### src/rtl/core/btlv_pkg.sv
`timescale 1ns / 1ps
// ----------------------------------------------------------------------------
// BER TLV parser package
// Shared limits, phase and result codes, and the result record type.
// ----------------------------------------------------------------------------
package btlv_pkg;

    // Limits of the decoder.
    localparam int MAX_TAG_BYTES    = 4;
    localparam int MAX_LENGTH_BYTES = 4;
    localparam int COUNT_WIDTH      = 16;

    localparam int TAG_CNT_W = $clog2(MAX_TAG_BYTES + 1);
    localparam int LEN_CNT_W = $clog2(MAX_LENGTH_BYTES + 1);

    // Depth of the result queue; room for two results is needed per byte.
    localparam int QUEUE_DEPTH = 4;
    localparam int QPTR_W      = $clog2(QUEUE_DEPTH);
    localparam int QCNT_W      = $clog2(QUEUE_DEPTH + 1);

    // Parser phases.
    localparam logic [2:0] PH_TAG0 = 3'd0;
    localparam logic [2:0] PH_TAGN = 3'd1;
    localparam logic [2:0] PH_LEN0 = 3'd2;
    localparam logic [2:0] PH_LENN = 3'd3;
    localparam logic [2:0] PH_BODY = 3'd4;
    localparam logic [2:0] PH_ERR  = 3'd5;

    // Result kinds.
    localparam logic [1:0] KIND_HEADER  = 2'd0;
    localparam logic [1:0] KIND_CONTENT = 2'd1;
    localparam logic [1:0] KIND_DONE    = 2'd2;
    localparam logic [1:0] KIND_ERROR   = 2'd3;

    // Error codes.
    localparam logic [1:0] ERR_NONE      = 2'd0;
    localparam logic [1:0] ERR_TRUNCATED = 2'd1;
    localparam logic [1:0] ERR_LEN_BYTES = 2'd2;
    localparam logic [1:0] ERR_TAG_LONG  = 2'd3;

    // Tag byte markers.
    localparam logic [4:0] TAG_MULTI   = 5'h1f;

    typedef struct packed {
        logic [1:0]  kind;
        logic [31:0] tag_value;
        logic [2:0]  tag_bytes;
        logic [31:0] content_length;
        logic [7:0]  content_byte;
        logic        content_end;
        logic [15:0] item_count;
        logic [1:0]  error_code;
        logic        last;
    } t_result;

endpackage

### src/rtl/core/ber_tlv_stream_parser.sv
`timescale 1ns / 1ps
// Results of a byte are written into the result queue when the byte is transferred.
// Throughput: one byte per cycle; each byte yields up to two results, drained one per cycle
// unless stalled, from a four-entry queue; input stalls while fewer than two slots are free.
// Reset: synchronous, active low; clears the parser state, the item count and the queue pointers.
// ----------------------------------------------------------------------------
// BER TLV stream parser
// Splits a byte stream of BER encoded data into header, content and
// end-of-buffer results, one input byte per cycle while o_stall is low.
// ----------------------------------------------------------------------------
module ber_tlv_stream_parser
    import btlv_pkg::*;
(
    input  logic        i_clk,
    input  logic        i_rst_n,
    // Input byte channel.
    input  logic        i_valid,
    output logic        o_stall,
    input  logic [7:0]  i_data_byte,
    input  logic        i_end_of_buffer,
    // Result channel.
    output logic        o_valid,
    input  logic        i_stall,
    output logic [1:0]  o_kind,
    output logic [31:0] o_tag_value,
    output logic [2:0]  o_tag_bytes,
    output logic [31:0] o_content_length,
    output logic [7:0]  o_content_byte,
    output logic        o_content_end,
    output logic [15:0] o_item_count,
    output logic [1:0]  o_error_code,
    output logic        o_last
);

    // ------------------------------------------------------------------
    // Parser state. It is updated at each accepted input transfer, and
    // the results of that byte are written into the result queue at the
    // same edge.
    // ------------------------------------------------------------------
    logic [2:0]             r_phase,     n_phase;
    logic [31:0]            r_tag_acc,   n_tag_acc;
    logic [TAG_CNT_W-1:0]   r_tag_cnt,   n_tag_cnt;
    logic [31:0]            r_len_acc,   n_len_acc;
    logic [LEN_CNT_W-1:0]   r_len_left,  n_len_left;
    logic [31:0]            r_body_left, n_body_left;
    logic [COUNT_WIDTH-1:0] r_items,     n_items;
    logic [1:0]             r_err,       n_err;

    // Result queue.
    t_result                r_queue [QUEUE_DEPTH];
    logic [QPTR_W-1:0]      r_wr_ptr,    n_wr_ptr;
    logic [QPTR_W-1:0]      r_rd_ptr,    n_rd_ptr;
    logic [QCNT_W-1:0]      r_count,     n_count;

    logic                   in_xfer;
    logic                   out_xfer;
    logic                   push_a;
    logic                   push_b;
    t_result                res_a;
    t_result                res_b;
    logic                   hdr_go;
    logic [31:0]            hdr_len;
    logic [6:0]             len_field;
    logic [31:0]            tag_cnt_ext;
    logic [31:0]            items_ext;
    logic [LEN_CNT_W-1:0]   len_left_dec;
    logic [31:0]            body_left_dec;
    logic [31:0]            len_acc_sh;
    logic                   count_inc;

    // The queue must have room for the two results a byte can cause.
    assign o_stall  = r_count > QCNT_W'(QUEUE_DEPTH - 2);
    assign in_xfer  = i_valid && !o_stall;
    assign o_valid  = r_count != '0;
    assign out_xfer = o_valid && !i_stall;

    assign len_field     = i_data_byte[6:0];
    assign tag_cnt_ext   = 32'(r_tag_cnt);
    assign len_left_dec  = (r_len_left != '0) ? r_len_left - 1'b1 : r_len_left;
    assign body_left_dec = (r_body_left != '0) ? r_body_left - 32'd1 : r_body_left;
    assign len_acc_sh    = {r_len_acc[23:0], i_data_byte};

    // ------------------------------------------------------------------
    // Byte decode. res_a is the header or content result of the byte,
    // res_b the end-of-buffer result.
    // ------------------------------------------------------------------
    always_comb begin
        n_phase     = r_phase;
        n_tag_acc   = r_tag_acc;
        n_tag_cnt   = r_tag_cnt;
        n_len_acc   = r_len_acc;
        n_len_left  = r_len_left;
        n_body_left = r_body_left;
        n_err       = r_err;
        hdr_go      = 1'b0;
        hdr_len     = '0;
        count_inc   = 1'b0;
        push_a      = 1'b0;
        res_a       = '0;

        unique case (r_phase)
            PH_TAG0: begin
                n_tag_acc = {24'd0, i_data_byte};
                n_tag_cnt = TAG_CNT_W'(1);
                n_phase   = (i_data_byte[4:0] == TAG_MULTI) ? PH_TAGN : PH_LEN0;
            end
            PH_TAGN: begin
                if (r_tag_cnt >= TAG_CNT_W'(MAX_TAG_BYTES)) begin
                    n_err   = ERR_TAG_LONG;
                    n_phase = PH_ERR;
                end else begin
                    n_tag_acc = {r_tag_acc[23:0], i_data_byte};
                    n_tag_cnt = r_tag_cnt + 1'b1;
                    if (!i_data_byte[7]) begin
                        n_phase = PH_LEN0;
                    end
                end
            end
            PH_LEN0: begin
                if (!i_data_byte[7]) begin
                    hdr_go  = 1'b1;
                    hdr_len = {25'd0, len_field};
                end else if (len_field > 7'(MAX_LENGTH_BYTES)) begin
                    n_err   = ERR_LEN_BYTES;
                    n_phase = PH_ERR;
                end else if (len_field == '0) begin
                    hdr_go  = 1'b1;
                    hdr_len = '0;
                end else begin
                    n_len_acc  = '0;
                    n_len_left = LEN_CNT_W'(len_field);
                    n_phase    = PH_LENN;
                end
            end
            PH_LENN: begin
                n_len_acc  = len_acc_sh;
                n_len_left = len_left_dec;
                if (len_left_dec == '0) begin
                    hdr_go  = 1'b1;
                    hdr_len = len_acc_sh;
                end
            end
            PH_BODY: begin
                n_body_left        = body_left_dec;
                push_a             = 1'b1;
                res_a.kind         = KIND_CONTENT;
                res_a.content_byte = i_data_byte;
                res_a.content_end  = (body_left_dec == '0);
                if (body_left_dec == '0) begin
                    count_inc = 1'b1;
                    n_phase   = PH_TAG0;
                end
            end
            default: begin
                // Error latched: bytes are dropped until the buffer ends.
            end
        endcase

        // Header result; an empty item is complete at once.
        if (hdr_go) begin
            push_a               = 1'b1;
            res_a.kind           = KIND_HEADER;
            res_a.tag_value      = r_tag_acc;
            res_a.tag_bytes      = tag_cnt_ext[2:0];
            res_a.content_length = hdr_len;
            if (hdr_len == '0) begin
                count_inc = 1'b1;
                n_phase   = PH_TAG0;
            end else begin
                n_body_left = hdr_len;
                n_phase     = PH_BODY;
            end
        end

        // Saturating item count.
        n_items = r_items;
        if (count_inc && (r_items != '1)) begin
            n_items = r_items + 1'b1;
        end
        items_ext = 32'(n_items);

        // End of buffer: report the count or an error, then start over.
        push_b = i_end_of_buffer;
        res_b  = '0;
        if (n_err != ERR_NONE) begin
            res_b.kind       = KIND_ERROR;
            res_b.error_code = n_err;
        end else if (n_phase == PH_TAG0) begin
            res_b.kind       = KIND_DONE;
            res_b.item_count = items_ext[15:0];
        end else begin
            res_b.kind       = KIND_ERROR;
            res_b.error_code = ERR_TRUNCATED;
        end
        res_b.last = 1'b1;
        res_a.last = !i_end_of_buffer;

        if (i_end_of_buffer) begin
            n_phase     = PH_TAG0;
            n_tag_acc   = '0;
            n_tag_cnt   = '0;
            n_len_acc   = '0;
            n_len_left  = '0;
            n_body_left = '0;
            n_items     = '0;
            n_err       = ERR_NONE;
        end
    end

    // ------------------------------------------------------------------
    // Queue pointers. Up to two entries are written per input transfer,
    // one is read per output transfer.
    // ------------------------------------------------------------------
    always_comb begin
        n_wr_ptr = r_wr_ptr;
        n_rd_ptr = r_rd_ptr;
        n_count  = r_count;
        if (in_xfer) begin
            n_wr_ptr = r_wr_ptr + QPTR_W'(push_a) + QPTR_W'(push_b);
            n_count  = n_count + QCNT_W'(push_a) + QCNT_W'(push_b);
        end
        if (out_xfer) begin
            n_rd_ptr = r_rd_ptr + 1'b1;
            n_count  = n_count - 1'b1;
        end
    end

    always_ff @(posedge i_clk) begin
        if (!i_rst_n) begin
            r_phase     <= PH_TAG0;
            r_tag_acc   <= '0;
            r_tag_cnt   <= '0;
            r_len_acc   <= '0;
            r_len_left  <= '0;
            r_body_left <= '0;
            r_items     <= '0;
            r_err       <= ERR_NONE;
            r_wr_ptr    <= '0;
            r_rd_ptr    <= '0;
            r_count     <= '0;
        end else begin
            if (in_xfer) begin
                r_phase     <= n_phase;
                r_tag_acc   <= n_tag_acc;
                r_tag_cnt   <= n_tag_cnt;
                r_len_acc   <= n_len_acc;
                r_len_left  <= n_len_left;
                r_body_left <= n_body_left;
                r_items     <= n_items;
                r_err       <= n_err;
            end
            r_wr_ptr <= n_wr_ptr;
            r_rd_ptr <= n_rd_ptr;
            r_count  <= n_count;
        end
    end

    // Queue storage needs no reset.
    always_ff @(posedge i_clk) begin
        if (in_xfer) begin
            if (push_a) begin
                r_queue[r_wr_ptr] <= res_a;
            end
            if (push_b) begin
                r_queue[r_wr_ptr + QPTR_W'(push_a)] <= res_b;
            end
        end
    end

    assign o_kind           = r_queue[r_rd_ptr].kind;
    assign o_tag_value      = r_queue[r_rd_ptr].tag_value;
    assign o_tag_bytes      = r_queue[r_rd_ptr].tag_bytes;
    assign o_content_length = r_queue[r_rd_ptr].content_length;
    assign o_content_byte   = r_queue[r_rd_ptr].content_byte;
    assign o_content_end    = r_queue[r_rd_ptr].content_end;
    assign o_item_count     = r_queue[r_rd_ptr].item_count;
    assign o_error_code     = r_queue[r_rd_ptr].error_code;
    assign o_last           = r_queue[r_rd_ptr].last;

endmodule
### config.mk
export PLATFORM = sky130hd
export DESIGN_NAME = ber_tlv_stream_parser
export DESIGN_NICKNAME = d
export VERILOG_FILES = /design/src/rtl/core/btlv_pkg.sv /design/src/rtl/core/ber_tlv_stream_parser.sv
export SDC_FILE = /design/constraint.sdc
export NUM_CORES = 1
export LEC_CHECK = 0
export ABC_AREA = 1
export BUFFER_PORTS_ARGS = -buffer_cell sky130_fd_sc_hd__buf_2
export CAP_MARGIN = 20
export CELL_PAD_IN_SITES_DETAIL_PLACEMENT = 1
export CELL_PAD_IN_SITES_GLOBAL_PLACEMENT = 2
export CORE_MARGIN = 2
export CORE_UTILIZATION = 30
export CTS_CLUSTER_DIAMETER = 100
export DETAILED_ROUTE_END_ITERATION = 16
export GPL_TIMING_DRIVEN = 0
export PLACE_DENSITY_LB_ADDON = 0.1
export REMOVE_ABC_BUFFERS = 1
export SYNTH_ARGS = -nofsm -noshare
export SYNTH_HDL_FRONTEND = slang
export SYNTH_SLANG_ARGS = --single-unit
### constraint.sdc
create_clock -name i_clk -period 4.85 [get_ports i_clk]
set_input_delay 0.485 -clock i_clk [delete_from_list [all_inputs] [get_ports i_clk]]
set_output_delay 0.485 -clock i_clk [all_outputs]
set_load 0.02 [all_outputs]
==> flow_metrics.env, run 1 <==
export IMPL_dieHeight_microns=279
export IMPL_place_ws_ns=-1.41
export IMPL_path_class="reg -> reg"
export IMPL_clkTransAtPathRegs_ns=0.06
export IMPL_clock_sinks=512
export IMPL_ctsHtreeMaxLevel=2
export IMPL_peakVddDrop_mv=0.255
export IMPL_synth_main_ff_cell="dfxtp_1"
export IMPL_setup_viol_count_final=0
export IMPL_synthTopCellsByCount="nand2_1, o21ai_0, dfxtp_1"
export IMPL_core_sq_um=74700
export IMPL_numCtsBuffers=61
export IMPL_required_ns=5.36
export IMPL_cts_tree="done"
export IMPL_cap_violations=0
export IMPL_ant_nets=0
export IMPL_initial_core_util=0.304
export IMPL_syn2layout_area_growth_pct=17.1
export IMPL_fin_ws_ns=0.310
export IMPL_synth_edf_count=76
export IMPL_p_total_mw=13.4
export IMPL_fin_util=0.356
export IMPL_critPathMaxFanout=59
export IMPL_synth_yosys_warnings=0
export IMPL_finalCritPeriodShare=0.936
export IMPL_ys_types=48
export IMPL_grt_pass1_wl_microns=132000
export IMPL_drt_iter0_drc=1183
export IMPL_leakagePower_nw=9.85
export IMPL_place_hpwl_microns=52800
export IMPL_syn_inst=3036
export IMPL_drv_slew=0
export IMPL_min_path_type="in -> reg"
export IMPL_start_kind="flip-flop"
export IMPL_outcome="completed"
export IMPL_die_w_microns=279
export IMPL_yosysSeqAreaShare=0.485
export IMPL_synth_top_area_cell="dfxtp_1"
export IMPL_crit_arrival_ns=5.05
export IMPL_io_buffers=111
export IMPL_power_density_nw_per_um2=505
export IMPL_clock_root_buffer="clkbuf_16"
export IMPL_fin_skew_ns=0.0177
export IMPL_netlist_area_leader_share=0.385
export IMPL_vias_per_cell=5.22
export IMPL_finalHoldViolations=0
export IMPL_tightest_slew_ns=1.04
export IMPL_insertion_delay_ns=0.64
export IMPL_gp_congestion=0.809
export IMPL_rows=100
export IMPL_overflow=0
export IMPL_num_antenna_cells=0
export IMPL_nets=3068
export IMPL_wire_per_inst_microns=21.0
export IMPL_drive_gt1_frac=0.112
export IMPL_antenna_found_initial=0
export IMPL_dr_pass1_iters=5
export IMPL_grt_use_total=0.218
export IMPL_ios=112
export IMPL_first_global_vias=22200
export IMPL_synth_area_sq_um=22700
export IMPL_cts_buffer_depth=3
export IMPL_num_vias=21200
export IMPL_grt_max_degree=129
export IMPL_yosysMostFrequentCell="nand2_1"
export IMPL_synth_ff_latch_count=512
export IMPL_drt_wl_total_microns=85400
export IMPL_rsz0062_at_grt="no"
export IMPL_synthArstFlopShare=0
export IMPL_crit_path_end_kind="flip-flop"
export IMPL_slew_headroom=0.309
export IMPL_fmax_mhz=220
export IMPL_fin_crit_ns=4.54
export IMPL_drc=0
export IMPL_syn_area_per_cell_sq_um=7.47
export IMPL_die_area_sq_um=77900
export IMPL_synthTopCellsByArea="dfxtp_1, nand2_1, o21ai_0"
==> layer usage <==
| layer | share of wire | up-vias | GRT usage |
|---|---|---|---|
| met5 | 0 | - | 0 |
| met4 | 0.022 | 0 | 0.0575 |
| met3 | 0.030 | 121 | 0.0249 |
| met2 | 0.48 | 292 | 0.377 |
| met1 | 0.47 | 10600 | 0.286 |
| li1 | - | 10200 | - |
==> cells in the final DEF (no fill, tap or decap), types with 4 or more instances in the layout <==
cell / n
a21oi_1: 127
a31oi_1: 5
buf_16: 21
buf_2: 111
buf_4: 4
bufinv_16: 8
clkbuf_1: 8
clkbuf_16: 61
clkbuf_8: 7
clkinv_2: 16
clkinvlp_4: 5
dfxtp_1: 434
edfxtp_1: 76
ha_1: 10
inv_1: 109
inv_2: 9
inv_4: 5
nand2_1: 723
nand2_2: 8
nand2_4: 18
nand3_1: 84
nand3_2: 18
nand4_1: 12
nor2_1: 382
nor2_2: 15
nor2_4: 8
nor3_1: 15
nor4_1: 5
o211ai_1: 29
o21ai_0: 540
o21ai_1: 41
o22ai_1: 101
o311ai_0: 5
xnor2_1: 8
xor2_1: 17
==> sequential cells by signal, summed over array words and instances (netlist names), named ones only <==
name	count
r_len_left	3
r_tag_cnt	3
r_rd_ptr	2
r_phase	3
r_tag_acc	32
r_body_left	32
r_err	2
r_len_acc	24
r_items	16
r_queue	388
r_wr_ptr	2
r_count	3
==> metrics by stage <==
stage | instances | TNS [ns] | instance area (sq um) | hold slack (ns)
after floorplan | 2837 | -428.88 | 21900 | 0.414
after global placement | 3917 | -3117.26 | 23600 | 0.422
after detailed placement | 3945 | -323.98 | 24400 | 0.441
after CTS | 4057 | -0.163 | 26500 | 0.182
after global routing | 4058 | 0 | 26600 | 0.213
final | 4058 | 0 | 26600 | 0.213
==> logic make-up after synthesis <==
group                      Yosys count  synth area share
buffers and inverters              327            0.0573
adders and majority gates           11           0.00640
and+or+nand+nor                   1303             0.241
xor gates and xnor gates            25           0.00965
AOI/OAI and AO/OA                  858             0.201
DFF                                512             0.485
==> area by class of cell <==
| type | instances | area [sq um] |
|---|---|---|
| flip-flops and latches | 512 | 11000 |
| clock buffers | 76 | 1650 |
| repair buffers | 143 | 1280 |
| inverters | 128 | 517 |
| fillers | 8976 | 48100 |
| clock inverters | 32 | 392 |
| well taps | 969 | 1210 |
| repair inverters | 1 | 5.00 |
| multi-input cells | 2197 | 10500 |
==> report_power, final <==
| part | switching [mW] | leakage, nW | internal (mW) |
|---|---|---|---|
| Combinational | 2.85 | 4.57 | 1.11 |
| Clock | 1.93 | 1.01 | 2.83 |
| Sequential | 0.208 | 4.27 | 4.49 |
==> path summary, 6_finish.rpt <==
path                                    start                          end  slack (ns)  cells past startpoint
hold reg to reg   r_queue[1][89]$_SDFFE_PP0P_  r_queue[1][89]$_SDFFE_PP0P_        0.45                      2
setup / recovery   r_len_left[1]$_SDFFE_PN0P_  r_queue[1][26]$_SDFFE_PP0P_        0.31                     22
setup reg to reg   r_len_left[1]$_SDFFE_PN0P_  r_queue[1][26]$_SDFFE_PP0P_        0.31                     22
hold / removal                 i_data_byte[0]    r_len_acc[0]$_SDFFE_PN0P_        0.21                      3
==> worst max-delay path, stage by stage (launching register included) <==
cell	delay, ns
dfxtp_1	0.35
inv_1	0.07
ha_1	0.18
nand2_1	0.13
nand2_1	0.08
o21ai_2	0.22
nor2_4	0.07
buf_8	0.15
inv_1	0.16
nand2_8	0.21
nor2_1	0.22
inv_1	0.09
ha_1	0.19
or2_2	0.27
nand2_1	0.15
inv_1	0.13
nor3_4	0.41
clkinvlp_4	0.23
nand2_2	0.32
inv_4	0.21
buf_16	0.27
nand2_1	0.11
o21ai_0	0.08
==> repair_timing <==
action | 4_1_cts | 5_1_grt
pin swaps | 0 | 1
buffers inserted | 3 | 1
setup endpoints to repair | 451 | 243
gates cloned | 1 | 0
hold buffers | 0 | 0
resized for setup | 10 | 7
(Power assumes the default switching activity.)
==> run 2, diff against run 1 <==
--- a/config.mk
+++ b/config.mk
@@ -5,7 +5,6 @@
 export SDC_FILE = /design/constraint.sdc
 export NUM_CORES = 1
 export LEC_CHECK = 0
-export ABC_AREA = 1
 export BUFFER_PORTS_ARGS = -buffer_cell sky130_fd_sc_hd__buf_2
 export CAP_MARGIN = 20
 export CELL_PAD_IN_SITES_DETAIL_PLACEMENT = 1
==> run 2 against run 1 <==
Net effect:
- worst hold slack gained 0.061 ns
- global-route usage shrank 0.25 points
- first-iteration DRC count shrank 2.6%
- final cell count shrank 6.2%
- critical path depth shrank 9
- die area grew 2.3%
- sequential cell count is the same
- total power shrank 17%
- sequential share of layout area shrank 1.5 points
- fmax shrank 0.71%
- critical path type unchanged
==> flow_metrics.env, run 2 <==
export IMPL_wire_per_inst_microns=22.7
export IMPL_num_vias=20300
export IMPL_synth_main_ff_cell="dfxtp_1"
export IMPL_clkTransAtPathRegs_ns=0.06
export IMPL_synthArstFlopShare=0
export IMPL_cap_violations=0
export IMPL_core_sq_um=77100
export IMPL_grt_use_total=0.215
export IMPL_most_common_layout_cells="nand2_1, a21oi_1, dfxtp_1"
export IMPL_drive_gt1_frac=0.150
export IMPL_insertion_delay_ns=0.64
export IMPL_dieHeight_microns=282
export IMPL_synthTopCellsByCount="nand2_1, a21oi_1, dfxtp_1"
export IMPL_critPathMaxFanout=15
export IMPL_ios=112
export IMPL_syn_area_per_cell_sq_um=8.57
export IMPL_fin_skew_ns=0.0328
export IMPL_synth_yosys_warnings=0
export IMPL_syn2layout_area_growth_pct=18.8
export IMPL_regArea_sq_um=11000
export IMPL_ctsHtreeMaxLevel=2
export IMPL_outcome="completed"
export IMPL_fill_cells=8939
export IMPL_place_hpwl_microns=56300
export IMPL_dr_pass1_iters=5
export IMPL_drc=0
export IMPL_overflow=0
export IMPL_multi_input_area_sq_um=11400
export IMPL_ys_types=64
export IMPL_tns_ns=0
export IMPL_netlist_area_leader_share=0.376
export IMPL_regMostFlops="r_queue"
export IMPL_clock_sinks=512
export IMPL_die_w_microns=282
export IMPL_tightest_slew_ns=1.08
export IMPL_syn_inst=2710
export IMPL_numCtsBuffers=60
export IMPL_rows=102
export IMPL_min_path_type="in -> reg"
export IMPL_hold_ws_ns=0.273
export IMPL_synth_ff_latch_count=512
export IMPL_crit_arrival_ns=5.03
export IMPL_hold_buffers=0
export IMPL_slew_headroom=0.279
export IMPL_path_class="reg -> reg"
export IMPL_yosysMostFrequentCell="nand2_1"
export IMPL_nets=2747
export IMPL_rsz0062_at_grt="no"
export IMPL_yosysSeqAreaShare=0.474
export IMPL_clock_root_buffer="clkbuf_16"
export IMPL_fin_crit_ns=4.57
export IMPL_die_area_sq_um=79600
export IMPL_crit_path_end_kind="flip-flop"
export IMPL_gp_congestion=0.817
export IMPL_cts_tree="done"
export IMPL_leakagePower_nw=9.50
export IMPL_antenna_found_initial=0
export IMPL_finalHoldViolations=0
export IMPL_fmax_mhz=219
export IMPL_grt_pass1_wl_microns=132000
export IMPL_required_ns=5.31
export IMPL_power_density_nw_per_um2=406
export IMPL_peakVddDrop_mv=0.272
export IMPL_drt_wl_total_microns=86400
export IMPL_place_ws_ns=-1.08
export IMPL_largest_reg_flops=388
export IMPL_synth_top_area_cell="dfxtp_1"
export IMPL_num_antenna_cells=0
export IMPL_reg_top3="r_queue x388, r_body_left x32, r_tag_acc x32"
export IMPL_drv_slew=0
export IMPL_ant_nets=0
export IMPL_synth_area_sq_um=23200
export IMPL_start_kind="flip-flop"
export IMPL_fin_ws_ns=0.278
export IMPL_synth_edf_count=76
export IMPL_drt_iter0_drc=1152
export IMPL_cts_buffer_depth=3
export IMPL_io_buffers=111
export IMPL_mostFrequentLayoutCell="nand2_1"
export IMPL_finalCritPeriodShare=0.943
export IMPL_setup_viol_count_final=0
export IMPL_first_global_vias=21500
export IMPL_reg2reg_slack_ns=0.28
export IMPL_vias_per_cell=5.33
export IMPL_grt_max_degree=63
export IMPL_initial_core_util=0.301
export IMPL_synthTopCellsByArea="dfxtp_1, edfxtp_1, a21oi_1"
run 2: metrics by stage:
step | std cells | instance area (sq um) | total power [mW] | utilization
after floorplan | 2474 | 22300 | 5.88 | -
after detailed placement | 3695 | 25500 | 6.86 | 0.331
after global routing | 3807 | 27600 | 11.7 | 0.358
after global placement | 3625 | 24200 | 6.53 | 0.313
after CTS | 3803 | 27500 | 11.3 | 0.357
final | 3807 | 27600 | 11.2 | 0.358
run 2: cells by family after synthesis:
family,share of synthesized area
simple gates,0.221
compound gates,0.147
flops,0.474
buf+inv,0.0431
mux,0.0950
xor+xnor,0.0136
fa+ha+maj,0.00625
run 2: timing repair:
item / 4_1_cts / 5_1_grt
setup endpoints to repair: 113 / 53
gates cloned: 0 / 1
pin swaps: 1 / 0
gates resized for setup: 10 / 3
buffers inserted: 2 / 0
run 2: critical path, stage by stage, from the launching register on:
cell and delay (ns):
dfxtp_1 0.35, inv_1 0.09, ha_1 0.19, nand2b_1 0.12
or3_1 0.43, a311oi_4 0.65, buf_8 0.24, nand2b_1 0.16
ha_1 0.25, xnor2_1 0.19, nor3_2 0.71, buf_6 0.26
nand3_2 0.42, a21oi_1 0.31
run 2: path summary, 6_finish.rpt:
kind                               start                     endpoint  cells past startpoint
max           r_len_left[0]$_SDFFE_PN0P_      r_queue[2][6]$_DFFE_PP_                     13
min                              i_stall        r_count[0]$_SDFF_PN0_                      4
max reg2reg   r_len_left[0]$_SDFFE_PN0P_      r_queue[2][6]$_DFFE_PP_                     13
min reg2reg  r_queue[3][96]$_SDFFE_PP1P_  r_queue[3][96]$_SDFFE_PP1P_                      2
run 2: per-layer routing:
metal / routed length, microns / vias up / track usage
met5: 0 / - / 0
met4: 2360 / 0 / 0.0625
met3: 3150 / 121 / 0.0305
met2: 42300 / 360 / 0.375
met1: 38600 / 10300 / 0.276
li1: - / 9500 / -
run 2: layout make-up:
type	instances	area share
repair buffers	186	0.0675
multi-input cells	1942	0.414
clock inverters	23	0.00821
well taps	1040	0.0472
flip-flops and latches	512	0.399
clock buffers	83	0.0609
inverters	21	0.00295
run 2: power by group:
part | leakage [nW] | internal, mW | switching (mW) | total, mW
clock | 0.934 | 2.56 | 1.86 | 4.42
combinational | 4.39 | 0.793 | 1.38 | 2.18
sequential | 4.18 | 4.44 | 0.151 | 4.60
